$ cat config.mk
export PLATFORM = sky130hd
export DESIGN_NAME = ftr_ram
export DESIGN_NICKNAME = d
export VERILOG_FILES = /design/src/rtl/ftr_ram.sv
export SDC_FILE = /design/constraint.sdc
export NUM_CORES = 1
export LEC_CHECK = 0
export BUFFER_PORTS_ARGS = -buffer_cell sky130_fd_sc_hd__buf_4
export CAP_MARGIN = 5
export CORE_ASPECT_RATIO = 1.25
export CORE_UTILIZATION = 40
export CTS_CLUSTER_SIZE = 8
export DETAILED_ROUTE_END_ITERATION = 6
export GPL_TIMING_DRIVEN = 0
export SLEW_MARGIN = 20
export SYNTH_ARGS = -nofsm -noshare
export SYNTH_HDL_FRONTEND = slang
export SYNTH_SLANG_ARGS = --single-unit
$ cat constraint.sdc
create_clock -name i_clk -period 2.7 [get_ports i_clk]
set_input_delay 0.27 -clock i_clk [delete_from_list [all_inputs] [get_ports i_clk]]
set_output_delay 0.27 -clock i_clk [all_outputs]
set_load 0.01 [all_outputs]
$ cat src/rtl/ftr_ram.sv
`timescale 1ns / 1ps
// ----------------------------------------------------------------------------
// Fence timeline retirer RAM
// Simple dual-port RAM: one write port, one read port with registered data.
// ----------------------------------------------------------------------------
module ftr_ram #(
    parameter int WIDTH = 8,
    parameter int DEPTH = 4,
    parameter int AW    = $clog2(DEPTH)
) (
    input  logic             i_clk,
    input  logic             i_we,
    input  logic [AW-1:0]    i_waddr,
    input  logic [WIDTH-1:0] i_wdata,
    input  logic [AW-1:0]    i_raddr,
    output logic [WIDTH-1:0] o_rdata
);

    logic [WIDTH-1:0] r_mem [DEPTH];

    // Write and registered read.
    always_ff @(posedge i_clk) begin
        if (i_we) begin
            r_mem[i_waddr] <= i_wdata;
        end
        o_rdata <= r_mem[i_raddr];
    end

endmodule

==> results.ini, run 1 <==
[run_status]
outcome=complete, no violations

[sta]
hold_viol_final=0
worst_slew_pin_slew_ns=0.730
fin_setup_tns_ns=0
min_period_ns=1.09
fin_skew_ns=0.00751
max-slew-margin-rel=0.511
rsz0062_at_grt=false
setup-violations-final=0
hold_ws_ns=0.176
clock.fmax_ghz=0.918
post-route-period-util=0.403
slew_violations=0

[final_layout]
synthToLayoutAreaGrowth_pct=22.4
design_area_um2=1650
final_util=0.512
final_cell_mix=edfxtp_1, buf_4, mux4_2, dfxtp_1, clkbuf_8
layout.nets=94
n_antenna_cell=0
layout-drive-gt1-share=0.457
stdcell_count=118
fillCellCount=272
final_common_cell=edfxtp_1

[synthesis]
syn-cell-area_um2=1350
synth_warnings=0
netlist.area_leader.share=0.712
ys_seq_area_frac=0.831
ys_ff_latch=40
synth.distinct_cells=8
avgSynthCellArea_um2=25.0
syn_inst=54
synth_nets=68
synth_area_leader_cell=edfxtp_1
ys_top_cells_by_area=edfxtp_1, mux4_2, dfxtp_1

[worst_setup_path]
crit_type=input port to register
arrival_ns=1.01
r2r_start=r_mem[3][5]$_DFFE_PP_
crit_slowest_cell=nor3b_2
startpoint_type=input port
cp_slowest_stage_delay_ns=0.62
cp-end-kind=register
path_cells=buf_4 -> nor3b_2
cp-startpoint=i_waddr[0]
required_ns=2.62
cp_top_family=simple AND/OR/NAND/NOR gates
crit_fanout=8
cp_num_buf_inv=1

[place]
place_area_um2=1540
gp_congestion=0.625
numPortBuffers=19
dp.cells=110

[route]
drtAntennaViolNets=0
via_per_inst=5.09
num_vias=601
firstDrtPassIters=4
routedWlPerCell_um=16.3
drcViolationCount=0
drtIter0Drc=13
routed_wl_um=1920

[min_path]
min_from=i_wdata[3]
min_path_type=input port to register

[clock_tree]
cts-root-buf=clkbuf_8
cts_tree=yes
post_cts_buffers=0
cts_htree_levels=2
clock_path_buffers=2
postCtsHoldBufs=0
cts.clk_slew.worst_paths_ns=0.07
cts.sinks=40
worstSkewPairLatency_ns=0.29
cts_buffers=5
cts_resized=0

[floorplan]
core-area_um2=3220
io_pins=22
die_area_um2=3610
die_w_um=53.9
die_y_um=66.9
start_util=0.418
rows=23

[grt]
grt_pass1_vias=619
grt_first_pass_wirelength_um=3050
grt_max_degree=13
grt_util_all_layers=0.139
antenna_found_initial=0
grt-ovfl-total=0

[power_and_ir_drop]
p_leak_nw=0.592
ir_worst_vdd_mv=0.412
pwr_density_cell_nw_per_um2=761

[job]
cap_violations=0

==> final cells by class <==
cell class	count	area, um^2	share of cell area
Sequential cell	40	1120	0.679
Multi-Input combinational cell	12	216	0.131
Timing Repair Buffer	19	143	0.0864
Clock buffer	6	72.6	0.0440
Tap cell	37	46.3	0.0281
Clock inverter	2	35.0	0.0212
Buffer	2	16.3	0.00986
==> flip-flops by register name, indices dropped and copies added (netlist names) <==
register  count
o_rdata       8
r_mem        32
==> per-layer routing <==
| layer | routed length [um] | share of wire | track usage | up-vias |
|---|---|---|---|---|
| met5 | 0 | 0 | 0 | - |
| met4 | 60 | 0.031 | 0.0888 | 0 |
| met3 | 113 | 0.059 | 0.0685 | 7 |
| met2 | 1100 | 0.57 | 0.239 | 17 |
| met1 | 646 | 0.34 | 0.123 | 306 |
| li1 | - | - | - | 271 |
==> synthesized netlist by cell type <==
| library cell | instances |
|---|---|
| dfxtp_1 | 8 |
| mux4_2 | 8 |
| and3b_1 | 2 |
| nor3b_1 | 1 |
| and3_1 | 1 |
| buf_6 | 1 |
| edfxtp_1 | 32 |
| clkbuf_2 | 1 |
==> kinds of logic after synthesis <==
group / count (synthesis) / share of synthesized area
and+or+nand+nor: 4 / 0.0232
buffers and inverters: 2 / 0.0121
DFF: 40 / 0.831
muxes: 8 / 0.134
==> metrics by stage <==
step	setup WS, ns	total power, mW
global placement	0.783	0.801
floorplan	1.37	0.760
CTS	1.58	1.27
finish	1.61	1.26
global route	1.54	1.30
detailed placement	1.27	0.805
==> final timing paths <==
path,endpoint,slack [ns],cells past startpoint
worst min register to register,o_rdata[2]$_DFF_P_,0.54,1
worst max register to register,o_rdata[5]$_DFF_P_,1.75,1
worst min-delay path,r_mem[0][3]$_DFFE_PP_,0.18,1
worst max-delay path,r_mem[0][1]$_DFFE_PP_,1.61,2
==> where the power goes <==
part	internal (mW)	total [mW]	switching (mW)
Clock	0.274	0.467	0.193
Combinational	0.0453	0.0790	0.0337
Sequential	0.702	0.710	0.00786
No activity file was read; power rests on OpenSTA's default activity.
==> inputs of run 2 (changes only) <==
ABC_AREA = 1   (was default)
clock period = 1 ns   (was 2.7 ns; I/O delays follow)
==> results.ini, run 2 <==
[job]
cap_violations=0

[clock_tree]
cts_tree=yes
cts-root-buf=clkbuf_8
cts_buffers=5
cts.clk_slew.worst_paths_ns=0.07
clock_path_buffers=2
cts_htree_levels=2
post_cts_buffers=0
cts.sinks=40
worstSkewPairLatency_ns=0.28

[floorplan]
die_w_um=57.6
rows=24
core-area_um2=3600
start_util=0.430
die_y_um=71.5
io_pins=22
die_area_um2=4120

[worst_setup_path]
startpoint_type=input port
r2r_end=o_rdata[7]$_DFF_P_
required_ns=0.91
rrSetupSlack_ns=0.27
crit_slowest_cell=nor3_2
cp-end-kind=register
crit_type=input port to register
r2r_start=r_mem[1][7]$_DFFE_PP_
arrival_ns=0.92
cp_top_family=simple AND/OR/NAND/NOR gates
path_cells=buf_4 -> inv_1 -> nor3_2
crit_fanout=8
ff2ff_path_depth=4
cp_num_buf_inv=2
cp_slowest_stage_delay_ns=0.66

[power_and_ir_drop]
seq_power_share=0.588
p_sw_uw=682
pwr_density_cell_nw_per_um2=1760
share_comb_of_total_power=0.086
ir_worst_vdd_mv=0.828
power_switching_share=0.209
p_int_mw=2.58
p_leak_nw=0.859
pwr-share-clk=0.326

[grt]
grt-ovfl-total=0
grt_first_pass_wirelength_um=4290
grt_max_degree=12
grt_util_all_layers=0.146
grt_pass1_vias=948
antenna_found_initial=0

[route]
drtIter0Drc=12
drcViolationCount=1
via_per_inst=4.63
num_vias=958
routedWlPerCell_um=12.8
routed_wl_um=2640
firstDrtPassIters=6
drtAntennaViolNets=0

[final_layout]
layout-drive-gt1-share=0.202
synthToLayoutAreaGrowth_pct=19.5
layout.nets=181
n_antenna_cell=0
final_common_cell=nand2_1
stdcell_count=207
final_cell_mix=nand2_1, inv_1, edfxtp_1
top_register=r_mem
final_util=0.513
largest_register_ffs=32
reg_top3=r_mem (32), o_rdata (8)

[synthesis]
synth_common_cells=nand2_1, inv_1, edfxtp_1
ys_ff_latch=40
ys_seq_area_frac=0.724
synth_warnings=0
syn-cell-area_um2=1550
synth_area_leader_cell=edfxtp_1
synth_nets=155
avgSynthCellArea_um2=11.0
synth.distinct_cells=10
async_reset_ff_frac=0
synth.most_common_cell=nand2_1
synth_ff_type=edfxtp_1
netlist.area_leader.share=0.621
syn_inst=141
ys_top_cells_by_area=edfxtp_1, dfxtp_1, nand2_1
synth_edf_count=32

[sta]
rsz0062_at_grt=true
post-route-period-util=1.02
worst_slew_pin_slew_ns=0.815
fin_skew_ns=0.00529
min_period_ns=1.02
slew_violations=0
finalWorstSetupSlack_ns=-0.0154
clock.fmax_ghz=0.985
max-slew-margin-rel=0.454
hold_viol_final=0
setup-violations-final=8
fin_setup_tns_ns=-0.0980

[min_path]
min_path_type=input port to register
hold_depth=1
min_from=i_wdata[1]
hold_path_end=r_mem[3][1]$_DFFE_PP_

[run_status]
violations=design-rule violations, negative setup slack
outcome=complete, but fails checks

[place]
gp_congestion=0.687
dp.cells=199
detailedPlace.worstSlack_ns=-0.314
numPortBuffers=19
dpl.hpwl_um=1780

[run 2: changes by cell type after synthesis]
cell / delta
buf_4: +1
mux4_2: -8
inv_1: +36
nor3_1: +4
buf_2: +1
and3b_1: -2
clkbuf_2: -1
nor3b_1: -1
nand2_1: +40
and3_1: -1
buf_6: +1
nand3_1: +16
inv_4: +1
[run 2: area by class of cell]
cell class | instances | area (um^2)
Sequential cell | 40 | 1120
Tap cell | 39 | 48.8
Clock buffer | 8 | 90.1
Timing Repair Buffer | 19 | 143
Multi-Input combinational cell | 60 | 270
Inverter | 37 | 141
Fill cell | 334 | 1750
Buffer | 4 | 35.0
[run 2: worst max path at each step]
stage / start / cells past startpoint / slack [ns] / end
2_1_floorplan: i_waddr[1] / 2 / -0.16 / r_mem[2][0]$_DFFE_PP_
3_3_place_gp: i_waddr[1] / 3 / -0.70 / r_mem[2][5]$_DFFE_PP_
3_5_place_dp: i_waddr[0] / 3 / -0.31 / r_mem[1][5]$_DFFE_PP_
4_1_cts: i_waddr[0] / 3 / -0.01 / r_mem[1][3]$_DFFE_PP_
5_1_grt: i_waddr[0] / 3 / -0.06 / r_mem[1][3]$_DFFE_PP_
6_report: i_waddr[0] / 3 / -0.02 / r_mem[1][3]$_DFFE_PP_
[run 2: kinds of logic after synthesis]
| logic type | after synthesis | synth area share |
|---|---|---|
| flops | 40 | 0.724 |
| simple gates | 60 | 0.162 |
| buf+inv | 41 | 0.114 |
[run 2: per-layer routing]
layer  vias to the layer above  share of wire  global-route usage
met5                         -              0                   0
met4                         0         0.0064              0.0732
met3                         2          0.026              0.0325
met2                        15           0.54               0.257
met1                       453           0.43               0.165
li1                        488              -                   -
[run 2: power by group through the flow]
stage	Combinational (mW)	Clock, mW	Sequential, mW
after floorplan	0.131	0	1.97
after global placement	0.271	0	1.95
after detailed placement	0.282	0	1.96
after CTS	0.283	1.09	1.92
after global routing	0.313	1.14	1.93
final	0.279	1.06	1.92
[run 2: metrics by stage]
stage                     total power [mW]  hold WS [ns]  instance area [um^2]
after floorplan                       2.10         0.199                  1560
after global placement                2.22         0.298                  1750
after detailed placement              2.24         0.303                  1760
after CTS                             3.29       0.00865                  1850
after global routing                  3.38       0.00749                  1850
final                                 3.26        0.0157                  1850
[run 2: timing repair]
item	in CTS	in global routing
resized for setup	0	0
setup endpoints to repair	18	32
hold buffers	0	0
==> inputs of run 3 (changes only) <==
GPL_ROUTABILITY_DRIVEN = 0   (was default)
RECOVER_POWER = 50   (was default)
clock period = 1.2 ns   (was 1 ns; I/O delays follow)
==> results.ini, run 3 (synthesized netlist as in run 2, its figures left out) <==
[run_status]
outcome=complete, but fails checks
violations=design-rule violations

[final_layout]
largest_register_ffs=32
top_register=r_mem
synthToLayoutAreaGrowth_pct=17.1
fillCellCount=331
final_common_cell=nand2_1
regArea_um2=1120
final_cell_mix=nand2_1, inv_1, edfxtp_1
n_antenna_cell=0
layout-drive-gt1-share=0.161
stdcell_count=207
reg_top3=r_mem (32), o_rdata (8)
multi_input_area_um2=270
layout.nets=181

[worst_setup_path]
crit_slowest_cell=nor3_2
r2r_start=r_mem[3][6]$_DFFE_PP_
path_cells=buf_4 -> inv_1 -> nor3_2
cp-startpoint=i_waddr[1]
cp_slowest_stage_delay_ns=0.63
cp_num_buf_inv=2
startpoint_type=input port
cp-end-kind=register
crit_fanout=8
required_ns=1.12
arrival_ns=0.91
crit_type=input port to register
cp_top_family=simple AND/OR/NAND/NOR gates

[route]
num_vias=967
routed_wl_um=2720
firstDrtPassIters=6
drtAntennaViolNets=0
drtIter0Drc=28
via_per_inst=4.67
drcViolationCount=1
routedWlPerCell_um=13.1

[clock_tree]
worstSkewPairLatency_ns=0.29
cts.clk_slew.worst_paths_ns=0.07
cts-root-buf=clkbuf_8
postCtsHoldBufs=0
cts_resized=0
cts.sinks=40
cts_tree=yes
post_cts_buffers=0
cts_htree_levels=2
clock_path_buffers=2
cts_buffers=5

[grt]
grt_max_degree=13
grt_first_pass_wirelength_um=4600
antenna_found_initial=0
grt-ovfl-total=0
grt_util_all_layers=0.156
grt_pass1_vias=999

[sta]
hold_viol_final=0
max-slew-margin-rel=0.481
slew_violations=0
worst_slew_pin_slew_ns=0.774
clock.fmax_ghz=1.01
hold_ws_ns=0.0804
fin_skew_ns=0.00468
min_period_ns=0.994
setup-violations-final=0
post-route-period-util=0.828
rsz0062_at_grt=false

[place]
dp.cells=199
dpl.hpwl_um=1840
numPortBuffers=19

[floorplan]
rows=24
start_util=0.430
core-area_um2=3600
io_pins=22
die_area_um2=4120
die_w_um=57.6
die_y_um=71.5

[power_and_ir_drop]
pwr_density_cell_nw_per_um2=1460
ir_worst_vdd_mv=0.802
p_leak_nw=0.830

[min_path]
min_path_type=input port to register
min_from=i_wdata[4]

[job]
cap_violations=0

## run 3: cell types whose count changed in the layout (fill, tap and decap cells not counted)
cell / delta
buf_4: -8
clkbuf_1: +6
clkinv_2: +2
clkbuf_8: -1
clkinv_1: +1
## run 3: path summary, 6_finish.rpt
kind | slack [ns] | cells past startpoint | to
setup / recovery | 0.21 | 3 | r_mem[2][5]$_DFFE_PP_
hold / removal | 0.08 | 1 | r_mem[0][4]$_DFFE_PP_
setup reg to reg | 0.47 | 4 | o_rdata[6]$_DFF_P_
hold reg to reg | 0.55 | 4 | o_rdata[5]$_DFF_P_
## run 3: per-layer routing
metal / GRT usage / vias up / share of wire
li1: - / 489 / -
met2: 0.260 / 27 / 0.50
met1: 0.183 / 445 / 0.42
met4: 0.0786 / 0 / 0.022
met3: 0.0433 / 6 / 0.052
met5: 0 / - / 0
## run 3: area by class of cell
class / instances / share of cell area
inverter: 37 / 0.0780
tap: 39 / 0.0269
sequential: 40 / 0.619
multi-input combinational: 60 / 0.149
buffer: 4 / 0.0193
clock inverter: 3 / 0.00760
timing repair buffer: 19 / 0.0622
clock buffer: 5 / 0.0380
## run 3: stage by stage
stage	worst slack [ns]	power, mW	util	TNS [ns]	instance area, um^2
after floorplan	0.0171	1.75	-	0	1550
after detailed placement	-0.180	1.87	0.488	-4.50	1760
final	0.206	2.65	0.503	0	1810
after global placement	-0.517	1.85	0.483	-16.38	1740
after CTS	0.127	2.68	0.511	0	1840
after global routing	0.108	2.76	0.503	0	1810
## run 3: report_power, final
part           leakage, nW  total, mW  internal (mW)  switching, mW
Combinational        0.423      0.223         0.0892          0.133
Clock               0.0453      0.831          0.394          0.437
Sequential           0.361       1.60           1.58         0.0197
Total                0.830       2.65           2.06          0.590
